$ cat src/rtl/rsbd_pkg.sv
`default_nettype none

package rsbd_pkg;

    localparam int SLOPES   = 63;
    localparam int SAMPLE_W = 16;
    localparam int CNT_W    = 6;
    localparam int CODE_W   = 7;

    localparam logic [CNT_W-1:0]  CNT_MAX    = {CNT_W{1'b1}};
    localparam logic [CNT_W-1:0]  SLOPES_CNT = CNT_W'(SLOPES);
    localparam logic [CODE_W-1:0] SLOPES_OFS = CODE_W'(SLOPES);

    // sums of one finished segment, handed from accumulation to selection
    typedef struct packed {
        logic [SAMPLE_W-1:0] h_sum;
        logic [SAMPLE_W-1:0] v_sum;
        logic                tile;
    } rsbd_seg_t;

    // magnitude of the wrapped 16-bit difference, 0x8000 stays 0x8000
    function automatic logic [SAMPLE_W-1:0] wrap_abs_diff(
        input logic [SAMPLE_W-1:0] a,
        input logic [SAMPLE_W-1:0] b
    );
        logic [SAMPLE_W-1:0] d;
        d = a - b;
        if (d[SAMPLE_W-1])
        begin
            d = '0 - d;
        end
        return d;
    endfunction

endpackage

`default_nettype wire

$ cat src/rtl/rsbd_accum.sv
`default_nettype none

module rsbd_accum (
    input  wire logic                          clk,
    input  wire logic                          rst_n,
    input  wire logic                          item_valid,
    input  wire logic [rsbd_pkg::SAMPLE_W-1:0] h_item,
    input  wire logic [rsbd_pkg::SAMPLE_W-1:0] v_item,
    input  wire logic                          seg_last,
    input  wire logic                          tile_last,
    input  wire logic                          seg_taken,
    output logic                               item_take,
    output logic                               seg_valid,
    output rsbd_pkg::rsbd_seg_t                seg
);
    import rsbd_pkg::*;

    logic [SAMPLE_W-1:0] prev_h_reg, prev_h_next;
    logic [SAMPLE_W-1:0] prev_v_reg, prev_v_next;
    logic [SAMPLE_W-1:0] acc_h_reg, acc_h_next;
    logic [SAMPLE_W-1:0] acc_v_reg, acc_v_next;
    logic                started_reg, started_next;
    logic                seg_valid_reg, seg_valid_next;
    rsbd_seg_t           seg_reg, seg_next;

    logic                seg_end;
    logic                seg_free;
    logic [SAMPLE_W-1:0] sum_h;
    logic [SAMPLE_W-1:0] sum_v;

    assign seg_end  = seg_last || tile_last;
    assign seg_free = !seg_valid_reg || seg_taken;
    // only a segment end needs room downstream
    assign item_take = item_valid && (!seg_end || seg_free);

    assign sum_h = acc_h_reg + (started_reg ? wrap_abs_diff(h_item, prev_h_reg) : '0);
    assign sum_v = acc_v_reg + (started_reg ? wrap_abs_diff(v_item, prev_v_reg) : '0);

    always_comb
    begin
        prev_h_next    = prev_h_reg;
        prev_v_next    = prev_v_reg;
        acc_h_next     = acc_h_reg;
        acc_v_next     = acc_v_reg;
        started_next   = started_reg;
        seg_next       = seg_reg;
        seg_valid_next = seg_valid_reg && !seg_taken;
        if (item_take)
        begin
            prev_h_next = h_item;
            prev_v_next = v_item;
            if (seg_end)
            begin
                acc_h_next     = '0;
                acc_v_next     = '0;
                started_next   = 1'b0;
                seg_next.h_sum = sum_h;
                seg_next.v_sum = sum_v;
                seg_next.tile  = tile_last;
                seg_valid_next = 1'b1;
            end
            else
            begin
                acc_h_next   = sum_h;
                acc_v_next   = sum_v;
                started_next = 1'b1;
            end
        end
    end

    always_ff @(posedge clk or negedge rst_n)
    begin
        if (!rst_n)
        begin
            prev_h_reg    <= '0;
            prev_v_reg    <= '0;
            acc_h_reg     <= '0;
            acc_v_reg     <= '0;
            started_reg   <= 1'b0;
            seg_valid_reg <= 1'b0;
        end
        else
        begin
            prev_h_reg    <= prev_h_next;
            prev_v_reg    <= prev_v_next;
            acc_h_reg     <= acc_h_next;
            acc_v_reg     <= acc_v_next;
            started_reg   <= started_next;
            seg_valid_reg <= seg_valid_next;
        end
    end

    always_ff @(posedge clk)
    begin
        seg_reg <= seg_next;
    end

    assign seg_valid = seg_valid_reg;
    assign seg       = seg_reg;

    a_end_clears: assert property (@(posedge clk) disable iff (!rst_n)
        item_take && seg_end |=> !started_reg && acc_h_reg == '0 && acc_v_reg == '0
                                 && seg_valid_reg)
        else $error("segment end did not clear the sums");

    a_no_overwrite: assert property (@(posedge clk) disable iff (!rst_n)
        seg_valid_reg && !seg_taken |-> !(item_take && seg_end))
        else $error("pending segment sums overwritten");

endmodule

`default_nettype wire

$ cat src/rtl/rsbd_select.sv
`default_nettype none

module rsbd_select (
    input  wire logic                           clk,
    input  wire logic                           rst_n,
    input  wire logic                           seg_valid,
    input  wire rsbd_pkg::rsbd_seg_t            seg,
    input  wire logic                           out_ready,
    output logic                                seg_taken,
    output logic                                out_valid,
    output logic [rsbd_pkg::CODE_W-1:0]         slope_code,
    output logic [rsbd_pkg::SAMPLE_W-1:0]       intensity
);
    import rsbd_pkg::*;

    logic [SAMPLE_W-1:0] best_score_reg, best_score_next;
    logic [CODE_W-1:0]   best_code_reg, best_code_next;
    logic [CNT_W-1:0]    slope_cnt_reg, slope_cnt_next;
    logic                out_valid_reg, out_valid_next;
    logic [CODE_W-1:0]   code_out_reg, code_out_next;
    logic [SAMPLE_W-1:0] score_out_reg, score_out_next;

    logic                out_free;
    logic [SAMPLE_W-1:0] score;
    logic                horizontal;
    logic                better;
    logic [SAMPLE_W-1:0] upd_score;
    logic [CODE_W-1:0]   upd_code;

    assign out_free  = !out_valid_reg || out_ready;
    assign seg_taken = seg_valid && (!seg.tile || out_free);

    assign score      = wrap_abs_diff(seg.h_sum, seg.v_sum);
    assign horizontal = seg.h_sum > seg.v_sum;
    // first slope of a tile always wins, later ones only when strictly higher
    assign better     = (slope_cnt_reg < SLOPES_CNT)
                        && (slope_cnt_reg == '0 || score > best_score_reg);
    assign upd_score  = better ? score : best_score_reg;
    assign upd_code   = better ? (CODE_W'(slope_cnt_reg) + (horizontal ? '0 : SLOPES_OFS))
                               : best_code_reg;

    always_comb
    begin
        best_score_next = best_score_reg;
        best_code_next  = best_code_reg;
        slope_cnt_next  = slope_cnt_reg;
        out_valid_next  = out_valid_reg && !out_ready;
        code_out_next   = code_out_reg;
        score_out_next  = score_out_reg;
        if (seg_taken)
        begin
            if (seg.tile)
            begin
                out_valid_next  = 1'b1;
                code_out_next   = upd_code;
                score_out_next  = upd_score;
                best_score_next = '0;
                best_code_next  = '0;
                slope_cnt_next  = '0;
            end
            else
            begin
                best_score_next = upd_score;
                best_code_next  = upd_code;
                if (slope_cnt_reg != CNT_MAX)
                begin
                    slope_cnt_next = slope_cnt_reg + CNT_W'(1);
                end
            end
        end
    end

    always_ff @(posedge clk or negedge rst_n)
    begin
        if (!rst_n)
        begin
            best_score_reg <= '0;
            best_code_reg  <= '0;
            slope_cnt_reg  <= '0;
            out_valid_reg  <= 1'b0;
        end
        else
        begin
            best_score_reg <= best_score_next;
            best_code_reg  <= best_code_next;
            slope_cnt_reg  <= slope_cnt_next;
            out_valid_reg  <= out_valid_next;
        end
    end

    always_ff @(posedge clk)
    begin
        code_out_reg  <= code_out_next;
        score_out_reg <= score_out_next;
    end

    assign out_valid  = out_valid_reg;
    assign slope_code = code_out_reg;
    assign intensity  = score_out_reg;

    a_tile_restart: assert property (@(posedge clk) disable iff (!rst_n)
        seg_taken && seg.tile |=> slope_cnt_reg == '0 && best_score_reg == '0
                                  && best_code_reg == '0 && out_valid_reg)
        else $error("tile end did not restart the search");

    a_result_kept: assert property (@(posedge clk) disable iff (!rst_n)
        out_valid_reg && !out_ready |-> !(seg_taken && seg.tile))
        else $error("waiting result overwritten");

    a_code_range: assert property (@(posedge clk) disable iff (!rst_n)
        best_code_reg < CODE_W'(2 * SLOPES))
        else $error("best slope code out of range");

endmodule

`default_nettype wire

$ cat src/rtl/radon_slope_bar_detector.sv
// radon slope bar detector
// input channel: in_valid / in_ready with h_sample, v_sample, segment_last
// and tile_last; one sample pair per item, segments in slope order, the host
// supplies samples already at their clamped positions
// output channel: out_valid / out_ready with slope_code and intensity; one
// result per tile, for the item that carries tile_last
// throughput: one item per cycle, sustained, also across segment and tile
// ends, as long as the receiver takes each result; the accepted tile_last
// item goes through the input register, the accumulate stage and the select
// stage, which feeds the result register
// a stalled receiver holds the result register; items keep flowing until a
// segment end needs the full sum register, and in_ready drops only when the
// pipeline behind the input register can not move
// reset clears the sums, the slope counter, the best score and every valid
// flag, so the next item starts a new segment of a new tile
`default_nettype none

module radon_slope_bar_detector (
    input  wire logic                                 clk,
    input  wire logic                                 rst_n,
    input  wire logic                                 in_valid,
    output logic                                      in_ready,
    input  wire logic signed [rsbd_pkg::SAMPLE_W-1:0] h_sample,
    input  wire logic signed [rsbd_pkg::SAMPLE_W-1:0] v_sample,
    input  wire logic                                 segment_last,
    input  wire logic                                 tile_last,
    output logic                                      out_valid,
    input  wire logic                                 out_ready,
    output logic [rsbd_pkg::CODE_W-1:0]               slope_code,
    output logic [rsbd_pkg::SAMPLE_W-1:0]             intensity
);
    import rsbd_pkg::*;

    logic                in_valid_reg, in_valid_next;
    logic [SAMPLE_W-1:0] h_reg, h_next;
    logic [SAMPLE_W-1:0] v_reg, v_next;
    logic                seg_last_reg, seg_last_next;
    logic                tile_last_reg, tile_last_next;

    logic                item_take;
    logic                seg_valid;
    logic                seg_taken;
    rsbd_seg_t           seg;

    assign in_ready = !in_valid_reg || item_take;

    always_comb
    begin
        in_valid_next  = in_valid_reg && !item_take;
        h_next         = h_reg;
        v_next         = v_reg;
        seg_last_next  = seg_last_reg;
        tile_last_next = tile_last_reg;
        if (in_valid && in_ready)
        begin
            in_valid_next  = 1'b1;
            h_next         = $unsigned(h_sample);
            v_next         = $unsigned(v_sample);
            seg_last_next  = segment_last;
            tile_last_next = tile_last;
        end
    end

    always_ff @(posedge clk or negedge rst_n)
    begin
        if (!rst_n)
        begin
            in_valid_reg <= 1'b0;
        end
        else
        begin
            in_valid_reg <= in_valid_next;
        end
    end

    always_ff @(posedge clk)
    begin
        h_reg         <= h_next;
        v_reg         <= v_next;
        seg_last_reg  <= seg_last_next;
        tile_last_reg <= tile_last_next;
    end

    rsbd_accum u_accum (
        .clk        (clk),
        .rst_n      (rst_n),
        .item_valid (in_valid_reg),
        .h_item     (h_reg),
        .v_item     (v_reg),
        .seg_last   (seg_last_reg),
        .tile_last  (tile_last_reg),
        .seg_taken  (seg_taken),
        .item_take  (item_take),
        .seg_valid  (seg_valid),
        .seg        (seg)
    );

    rsbd_select u_select (
        .clk        (clk),
        .rst_n      (rst_n),
        .seg_valid  (seg_valid),
        .seg        (seg),
        .out_ready  (out_ready),
        .seg_taken  (seg_taken),
        .out_valid  (out_valid),
        .slope_code (slope_code),
        .intensity  (intensity)
    );

    a_take_needs_item: assert property (@(posedge clk) disable iff (!rst_n)
        item_take |-> in_valid_reg)
        else $error("item taken from an empty input register");

    a_accept_loads: assert property (@(posedge clk) disable iff (!rst_n)
        in_valid && in_ready |=> in_valid_reg)
        else $error("accepted item lost at the input register");

    a_stall_holds: assert property (@(posedge clk) disable iff (!rst_n)
        in_valid_reg && !item_take |=> in_valid_reg && $stable(h_reg) && $stable(v_reg))
        else $error("stalled item changed in the input register");

endmodule

`default_nettype wire

$ cat config.mk
export PLATFORM = sky130hd
export DESIGN_NAME = radon_slope_bar_detector
export DESIGN_NICKNAME = d
export VERILOG_FILES = /design/src/rtl/rsbd_pkg.sv /design/src/rtl/rsbd_accum.sv /design/src/rtl/rsbd_select.sv /design/src/rtl/radon_slope_bar_detector.sv
export SDC_FILE = /design/constraint.sdc
export NUM_CORES = 1
export LEC_CHECK = 0
export BUFFER_PORTS_ARGS = -buffer_cell sky130_fd_sc_hd__clkbuf_2
export CORE_ASPECT_RATIO = 0.9
export CORE_MARGIN = 5
export CORE_UTILIZATION = 60
export CTS_CLUSTER_SIZE = 24
export DETAILED_ROUTE_END_ITERATION = 10
export PLACE_DENSITY = 0.75
export SLEW_MARGIN = 10
export SYNTH_ARGS = -nofsm -noshare
export SYNTH_HDL_FRONTEND = slang
export SYNTH_SLANG_ARGS = --single-unit
$ cat constraint.sdc
create_clock -name clk -period 5.75 [get_ports clk]
set_input_delay 0.2875 -clock clk [delete_from_list [all_inputs] [get_ports clk]]
set_output_delay 0.2875 -clock clk [all_outputs]
set_load 0.02 [all_outputs]
; Yosys cells after proc, flatten, opt, wreduce, memory -nomap -nowiden
; Cells that the tools add are included.
[totals]
ff_bits = 187
latch_bits = 0
ramBits = 0
romBits = 0
input_bits = 38
out_inout_bits = 25
elab_cells = 81
n_memories = 0
[classes]
addsub = 10
n_mul = 0
div = 0
n_lt_le_gt_ge = 3
eq_ne = 1
shifts = 0
muxes = 20
bitwise_logic = 0
reduce_logical = 27
[op_table]
columns = cell, n
row1 = $mux 16, 9
row2 = $sub 1x16->16 const A, 3
row3 = $sub 16x16->16, 3
row4 = $add 16x16->16, 2
row5 = $gt 16x16->1, 2
row6 = $mux 6, 3
row7 = $mux 7, 2
row8 = $logic_not 1->1, 8
row9 = $add 6x7->7, 1
row10 = $logic_and 1x1->1, 7
row11 = $logic_or 1x1->1, 7
row12 = $add 6x1->6 const B, 1
row13 = $logic_not 6->1, 1
row14 = $lt 6x6->1 const B, 1
row15 = $mux 1, 6
row16 = $ne 6x6->1 const B, 1
row17 = $reduce_and 2->1, 3
row18 = $reduce_bool 2->1, 1

; Logic depth before layout (Yosys ltp)
; Gate-level depths: netlist of run 1.
[logic_depth]
word_depth = 10
depth_mapped = 24
depth_no_buf = 23

; By module
; Synthesis of run 1 repeated with hierarchy kept, for this count alone.
[hier_totals]
cells_unflattened = 1218
area_unflattened_um2 = 12503.2
[by_module_without_submodules]
columns = module, instances, cells_per_inst, area_per_inst_um2, seq_area_each_um2
row1 = rsbd_accum, 1, 759, 7353.3, 2642.5
row2 = rsbd_select, 1, 421, 4075.2, 1441.4
row3 = radon_slope_bar_detector, 1, 38, 1074.8, 1046.0

; Least setup slack after synthesis of run 1
; OpenSTA, ideal clock, no wires.
[synth_path]
path_type = register to register
start = register h_reg[1]
end = register u_accum.seg_reg, in the netlist u_accum.seg[32], data pin
setup_ns = 0.264
t_arrival_ns = 4.761
required_ns = 5.486
slack_ns = 0.724
stages_incl_launch_ff = 21
path_buffers = 1
period_less_slack_ns = 5.026
path_cell_list = edfxtp_1 ha_1 nor2b_4 o31a_2 a21oi_1 a21o_1 a31oi_1 xnor2_1 clkbuf_1 o21ai_0 and3_1 ha_1 o21ai_0 o21bai_1 a221oi_1 o21ai_0 a21o_1 o41ai_1 o21ai_0 xnor2_1 xnor2_1
[synth_via]
elab_chain_cells = 5
[synth_rtl]
columns = item, line
row1 = from (decl), radon_slope_bar_detector.sv:35  ; logic [SAMPLE_W-1:0] h_reg, h_next;
row2 = from (signal assigned), radon_slope_bar_detector.sv:78  ; h_reg <= h_next;
row3 = $sub 16x16->16 *, rsbd_pkg.sv:27  ; d = a - b;
row4 = $sub 1x16->16, rsbd_pkg.sv:30  ; d = '0 - d;
row5 = $mux 16 *, rsbd_pkg.sv:28  ; if (d[SAMPLE_W-1])
row6 = $mux 16 *, rsbd_accum.sv:36  ; assign sum_h = acc_h_reg + (started_reg ? wrap_abs_diff(h_item, prev_h_reg) : '0);
row7 = $add 16x16->16 *, rsbd_accum.sv:36
row8 = net u_accum.sum_h[15], rsbd_accum.sv:28  ; logic [SAMPLE_W-1:0] sum_h;
row9 = to (signal assigned), rsbd_accum.sv:95  ; seg_reg <= seg_next;
row10 = to (decl), rsbd_accum.sv:24  ; rsbd_seg_t seg_reg, seg_next;
; The timed path passes the listed nets; every way through them passes the cells marked *.
; A chain may end at the register's enable or synchronous reset.

; Worst setup path in the final report of run 1
[layout_path]
start = register u_accum.seg_reg, in the netlist u_accum.seg[1]
end = register u_select.best_score_reg[15]
[layout_via]
elab_chain_cells = 8
[layout_rtl]
columns = item, line
row1 = $sub 16x16->16 *, rsbd_pkg.sv:27
row2 = $sub 1x16->16, rsbd_pkg.sv:30
row3 = $mux 16 *, rsbd_pkg.sv:28
row4 = $gt 16x16->1, rsbd_select.sv:37  ; && (slope_cnt_reg == '0 || score > best_score_reg);
row5 = $logic_or 1x1->1, rsbd_select.sv:37
row6 = $logic_and 1x1->1, rsbd_select.sv:37
row7 = $mux 16 *, rsbd_select.sv:38  ; assign upd_score = better ? score : best_score_reg;
row8 = $mux 16 *, rsbd_select.sv:52  ; if (seg.tile)
row9 = to (signal assigned), rsbd_select.sv:84  ; best_score_reg <= best_score_next;
row10 = to (decl), rsbd_select.sv:16  ; logic [SAMPLE_W-1:0] best_score_reg, best_score_next;
; Every way passes the cells marked *; elsewhere a longest branch is shown, timed or not.

==> qor.txt, run 1 <==
Critical Path RT = 6.12 ns
# H-tree levels = 4
Worst-path clk slew = 0.07 ns
Seq/Total Area, Yosys = 0.417
Status = finished, final reports clean
Syn_nets = 1337
HP Class = input port to register
Synth Area per Inst = 10.3 sq um
Seq cells post-synth = 187
Vias per std cell = 5.87
CP Cell Sequence = ha_1 > fa_1 > nor2b_1 > o31a_1 > o21a_1 > nor2_1 > xnor2_1 > nor4b_1 > nor4b_2 > a31o_1 > xnor2_1 > ha_1 > nand3_1 > nor2_1 > a21boi_0 > o311ai_0 > nand2_1 > buf_4 > and2_1 > a22o_1
Final hold vios = 0
CTS Buf Count = 17
CP Class = register to register
Maximum fanout along the worst path = 21
Final HPWL from detailed placement = 17500 um
Remaining Overflow, GRT = 0
Ys Warns = 0
Period utilisation layout = 0.923
Die Y = 146 um
Rel. slew slack = 0.298
Pins Over Slew Limit = 0
Worst path max stage delay = 0.67 ns
Synth Cell Area = 12300 sq um
Synth cell types = 84
Full die area = 23500 sq um
Initial antenna violation count = 0
Worst path top cell family by delay = simple AND/OR/NAND/NOR gates
Worst clock skew = 0.0157 ns
DRT iter0 DRCs = 453
I/O pin count = 63
Clock Sinks = 187
Peak supply drop = 0.250 mV
DRC violations left = 0
Area taken by multi-input logic gates = 6680 sq um
Fmax = 0.188 GHz
Worst Path Buf+Inv = 1
Detailed Routing Iterations Pass 1 = 5
Site Rows = 49
Ys flop type = dfrtp_1
N_diodes = 0
Critical Path Start Type = register
Arr. time, crit path = 5.68 ns
Max reg flops = 33
Wirelength per Cell = 15.7 um
Crit path time final = 5.31 ns
Maxcap violations = 0
Post-CTS Setup Bufs = 0
Cells after synthesis = 1190
Number of synthesized flops with an enable pin = 90
Input/output buffers = 62
DRT antenna net count = 0
Final setup violation count = 0
Worst-margin pin slew = 1.05 ns
CP max stage cell = nor4b_1
# fillers = 1524
Core footprint = 20000 sq um
Share of synthesized registers carrying an async set or reset = 0.519
Largest net degree at the start of global routing = 64
Seq. cell area = 5130 sq um
First-pass GRT wire length = 40900 um
Vias in the first global route = 8776
Total negative setup slack = 0 ns
CTS tree = built
Initial core utilization = 0.613
Critical Path End Type = register
Pleak = 5.99 nW
Core Util, Final = 0.675
Die width = 161 um
Share of cells above drive strength 1 = 0.150
CTS Buffer Depth = 2
Via Count = 8957
Gr usage total = 0.208
Gp weighted congestion = 0.859
Worst skew pair latency = 0.44 ns
WL final = 24000 um
Area Growth Syn to Fin = 10.1%
RSZ-0062 raised after global routing = false
Power per cell area = 425 nW/um^2
Layout net count = 1405
Clock Root Buffer = clkbuf_16
layer usage:
layer	GRT usage	vias up	part of all wire
met5	0	-	0
met4	0.0819	0	0.025
met1	0.286	4249	0.47
met2	0.336	180	0.47
met3	0.0283	47	0.035
li1	-	4481	-
cell families (layout without fill, tap and decap cells):
logic type,count (synthesis),count (layout),share of synthesized area
buffers and inverters,128,209,0.0407
flip-flops,187,187,0.417
AND/OR/NAND/NOR,303,303,0.136
multiplexers,50,50,0.0456
adder cells (fa/ha/maj),109,109,0.115
XOR/XNOR,96,96,0.0684
AO/OA/AOI/OAI,317,317,0.177
layout make-up:
class / count / share of cell area
clock inverters: 15 / 0.0133
multi-input cells: 875 / 0.494
repair buffers: 76 / 0.0311
inverters: 101 / 0.0280
flip-flops and latches: 187 / 0.379
well taps: 255 / 0.0236
clock buffers: 17 / 0.0314
cell usage after synthesis (7+ instances only):
cell type / instances / share of area
nand2_1: 59 / 0.018
xnor2_1: 71 / 0.051
nand3_1: 22 / 0.0090
nor3_1: 14 / 0.0057
nand4_1: 7 / 0.0036
nor2b_1: 16 / 0.0081
o21a_1: 14 / 0.0086
and2_1: 26 / 0.013
a21oi_1: 75 / 0.031
xor2_1: 25 / 0.018
o211ai_1: 7 / 0.0043
dfrtp_1: 97 / 0.20
edfxtp_1: 90 / 0.22
a22o_1: 50 / 0.036
and3_1: 13 / 0.0066
inv_1: 101 / 0.031
nor2_1: 72 / 0.022
o21ai_0: 59 / 0.024
nand2b_1: 15 / 0.0076
ha_1: 103 / 0.10
a31oi_1: 10 / 0.0051
a21boi_0: 11 / 0.0067
mux2_2: 48 / 0.044
or3_1: 11 / 0.0056
a21o_1: 20 / 0.012
clkbuf_1: 22 / 0.0067
what timing repair did:
| action | CTS | global route |
|---|---|---|
| gates resized for setup | 0 | 1 |
| hold buffers | 1 | 0 |
| hold endpoints to repair | 34 | 0 |
| setup endpoints to repair | 0 | 2 |
where the power goes:
group          switching, W  internal, W
clock network      0.000575     0.000623
logic               0.00151      0.00121
registers          0.000118      0.00172
total               0.00220      0.00356
per-stage QoR:
stage / total power, W / worst slack, ns / instance area, sq um / hold slack [ns] / cells
floorplan: 0.00397 / 0.724 / 12300 / -0.00809 / 1190
global placement: 0.00449 / 0.612 / 12900 / 0.284 / 1493
detailed placement: 0.00455 / 0.421 / 12900 / 0.289 / 1493
CTS: 0.00579 / 0.385 / 13500 / 0.00108 / 1526
global route: 0.00620 / 0.0525 / 13500 / 0.000638 / 1526
finish: 0.00576 / 0.445 / 13500 / 0.0178 / 1526
cells in the final DEF, fill, tap and decap left out, types with 7 or more instances in the layout:
cell type,count
a21boi_0,11
a21o_1,20
a21oi_1,75
a22o_1,50
a31oi_1,10
and2_1,26
and3_1,13
buf_4,14
clkbuf_16,17
clkbuf_2,61
dfrtp_1,97
edfxtp_1,90
ha_1,103
inv_1,101
mux2_2,48
nand2_1,59
nand2b_1,15
nand3_1,22
nand4_1,7
nor2_1,71
nor2b_1,16
nor3_1,14
o211ai_1,7
o21a_1,14
o21ai_0,59
or3_1,11
xnor2_1,71
xor2_1,25
final timing paths:
kind / from / end / slack (ns) / cells after the start
min in group asynchronous: rst_n / u_accum.prev_v_reg[12]$_DFFE_PN0P_ / 0.35 / 2
max in group asynchronous: rst_n / u_accum.prev_h_reg[9]$_DFFE_PN0P_ / 4.16 / 3
hold reg to reg: tile_last_reg$_DFFE_PP_ / u_accum.seg[0]$_DFFE_PP_ / 0.45 / 0
hold / removal: v_sample[11] / v_reg[11]$_DFFE_PP_ / 0.02 / 1
setup / recovery: u_accum.seg[1]$_DFFE_PP_ / u_select.best_score_reg[15]$_DFFE_PN0P_ / 0.44 / 20
setup reg to reg: u_accum.seg[1]$_DFFE_PP_ / u_select.best_score_reg[15]$_DFFE_PN0P_ / 0.44 / 20
Power figures use the tool's default switching activity.
==> run 2, diff against run 1 <==
--- a/config.mk
+++ b/config.mk
@@ -11,6 +11,7 @@
 export CORE_UTILIZATION = 60
 export CTS_CLUSTER_SIZE = 24
 export DETAILED_ROUTE_END_ITERATION = 10
+export GPL_TIMING_DRIVEN = 0
 export PLACE_DENSITY = 0.75
 export SLEW_MARGIN = 10
 export SYNTH_ARGS = -nofsm -noshare
==> constraint.sdc (replaced) <==
create_clock -name clk -period 5.75 [get_ports clk]
set_input_delay 1.15 -clock clk [delete_from_list [all_inputs] [get_ports clk]]
set_output_delay 1.15 -clock clk [all_outputs]
set_load 0.02 [all_outputs]
==> qor.txt, run 2 (synthesis gave the netlist of run 1 again) <==
Critical Path End Type = register
Layout net count = 1422
Share of cells above drive strength 1 = 0.151
# fillers = 1564
WL final = 24000 um
Die width = 161 um
Critical Path RT = 5.94 ns
CTS Hold Buffers Added = 0
CTS Buffer Depth = 2
Largest net degree at the start of global routing = 70
Maxcap violations = 0
HP Class = register to register
Pleak = 6.02 nW
Gp weighted congestion = 0.853
Commonest non-fill, non-tap cell in the layout = ha_1
Core footprint = 20000 sq um
Worst skew pair latency = 0.44 ns
Critical Path Start Type = register
Wirelength per Cell = 15.6 um
Vias in the first global route = 8772
Final setup violation count = 0
Rel. slew slack = 0.295
Vias per std cell = 5.77
DRT antenna net count = 0
Pins Over Slew Limit = 0
Arr. time, crit path = 5.58 ns
Gr usage total = 0.207
CTS tree = built
Crit path time final = 5.39 ns
Worst path max stage delay = 0.54 ns
Status = finished, final reports clean
Site Rows = 49
Final hold vios = 0
CP max stage cell = or4_4
Area Growth Syn to Fin = 10.9%
CTS Buf Count = 17
Remaining Overflow, GRT = 0
Placed inst area = 13000 sq um
I/O pin count = 63
Detailed Routing Iterations Pass 1 = 5
Total negative setup slack = 0 ns
Max reg flops = 33
Clock Root Buffer = clkbuf_16
Final HPWL from detailed placement = 18100 um
Fmax = 0.185 GHz
Clock Sinks = 187
Peak supply drop = 0.252 mV
Power per cell area = 423 nW/um^2
Fin area = 13600 sq um
CP Class = register to register
# H-tree levels = 4
Period utilisation layout = 0.938
Input/output buffers = 62
Worst-path clk slew = 0.08 ns
DRC violations left = 0
Worst clock skew = 0.0116 ns
First-pass GRT wire length = 40700 um
RSZ-0062 raised after global routing = false
Initial antenna violation count = 0
Worst-margin pin slew = 1.06 ns
Via Count = 8899
Initial core utilization = 0.613
Commonest cells after routing, fill and taps aside = ha_1 (103), inv_1 (101), dfrtp_1 (97), edfxtp_1 (90), a21oi_1 (75)
Die Y = 146 um
Maximum fanout along the worst path = 10
DRT iter0 DRCs = 421
Full die area = 23500 sq um
CP Cell Sequence = ha_1 > fa_1 > nor2b_1 > o31a_1 > a21oi_1 > or3_1 > nor3_1 > nand3_1 > or4_4 > nor4b_4 > ha_1 > nand3_1 > nor3_1 > a21boi_1 > o311ai_0 > nand2_1 > clkbuf_2 > clkbuf_4 > mux2_2
N_diodes = 0
[run 2: cell types whose count changed in the layout (fill, tap and decap cells not counted), sizes merged]
cell         previous run  this run
inv                   107       106
clkbuf                 78       105
clkinv                  4         6
dlygate4sd3             1         0
buf                    14         6
clkinvlp                4         2
[run 2: metal layers]
metal	GRT usage	wire length, um
met3	0.0340	833
met2	0.352	11500
met1	0.277	11300
met5	0	0
met4	0.0584	348
[run 2: through the flow]
step	hold WS (ns)	total power [W]	instances	util	setup WS, ns
CTS	0.456	0.00575	1540	0.677	0.0438
floorplan	0.427	0.00397	1190	-	0.724
detailed placement	0.438	0.00454	1508	0.647	-0.154
global placement	0.442	0.00447	1507	0.645	-0.0845
global route	0.477	0.00618	1543	0.680	0.0295
finish	0.455	0.00576	1543	0.680	0.357
[run 2: cell type report]
cell class / count / area (sq um) / area share
clock inverters: 14 / 160 / 0.0118
clock buffers: 18 / 429 / 0.0315
plain buffers: 27 / 133 / 0.00973
repair buffers: 66 / 369 / 0.0271
inverters: 101 / 379 / 0.0278
flip-flops and latches: 187 / 5130 / 0.376
well taps: 255 / 319 / 0.0234
multi-input cells: 875 / 6710 / 0.492
[run 2: worst paths after layout]
check	slack (ns)	from	cells after the start	to
min reg2reg	0.45	tile_last_reg$_DFFE_PP_	0	u_accum.seg[0]$_DFFE_PP_
min	0.45	tile_last_reg$_DFFE_PP_	0	u_accum.seg[0]$_DFFE_PP_
max in group asynchronous	4.50	rst_n	2	u_select.best_code_reg[2]$_DFFE_PN0P_
min in group asynchronous	0.59	rst_n	1	u_accum.prev_v_reg[8]$_DFFE_PN0P_
max reg2reg	0.36	u_accum.seg[1]$_DFFE_PP_	19	u_select.intensity[7]$_DFFE_PP_
max	0.36	u_accum.seg[1]$_DFFE_PP_	19	u_select.intensity[7]$_DFFE_PP_
[run 2: worst max-delay path: cells and delay by family, from the launching register on]
family | cells | cell delay, ns
and+or+nand+nor | 9 | 2.16
adders and majority gates | 3 | 0.94
AOI/OAI and AO/OA | 4 | 0.77
buffers and inverters | 2 | 0.53
DFF | 1 | 0.40
muxes | 1 | 0.35
[run 2: report_power, final]
part           switching (W)  total (W)  internal (W)
Combinational        0.00153    0.00275       0.00122
Sequential          0.000115    0.00184       0.00172
Clock               0.000559    0.00118      0.000616
[run 2: repair_timing]
action                                  4_1_cts  5_1_grt
endpoints found under the setup margin       22       36
pin swaps                                     0        2
cloned                                        0        0
resized for setup                             4       18
setup buffers                                 0        3
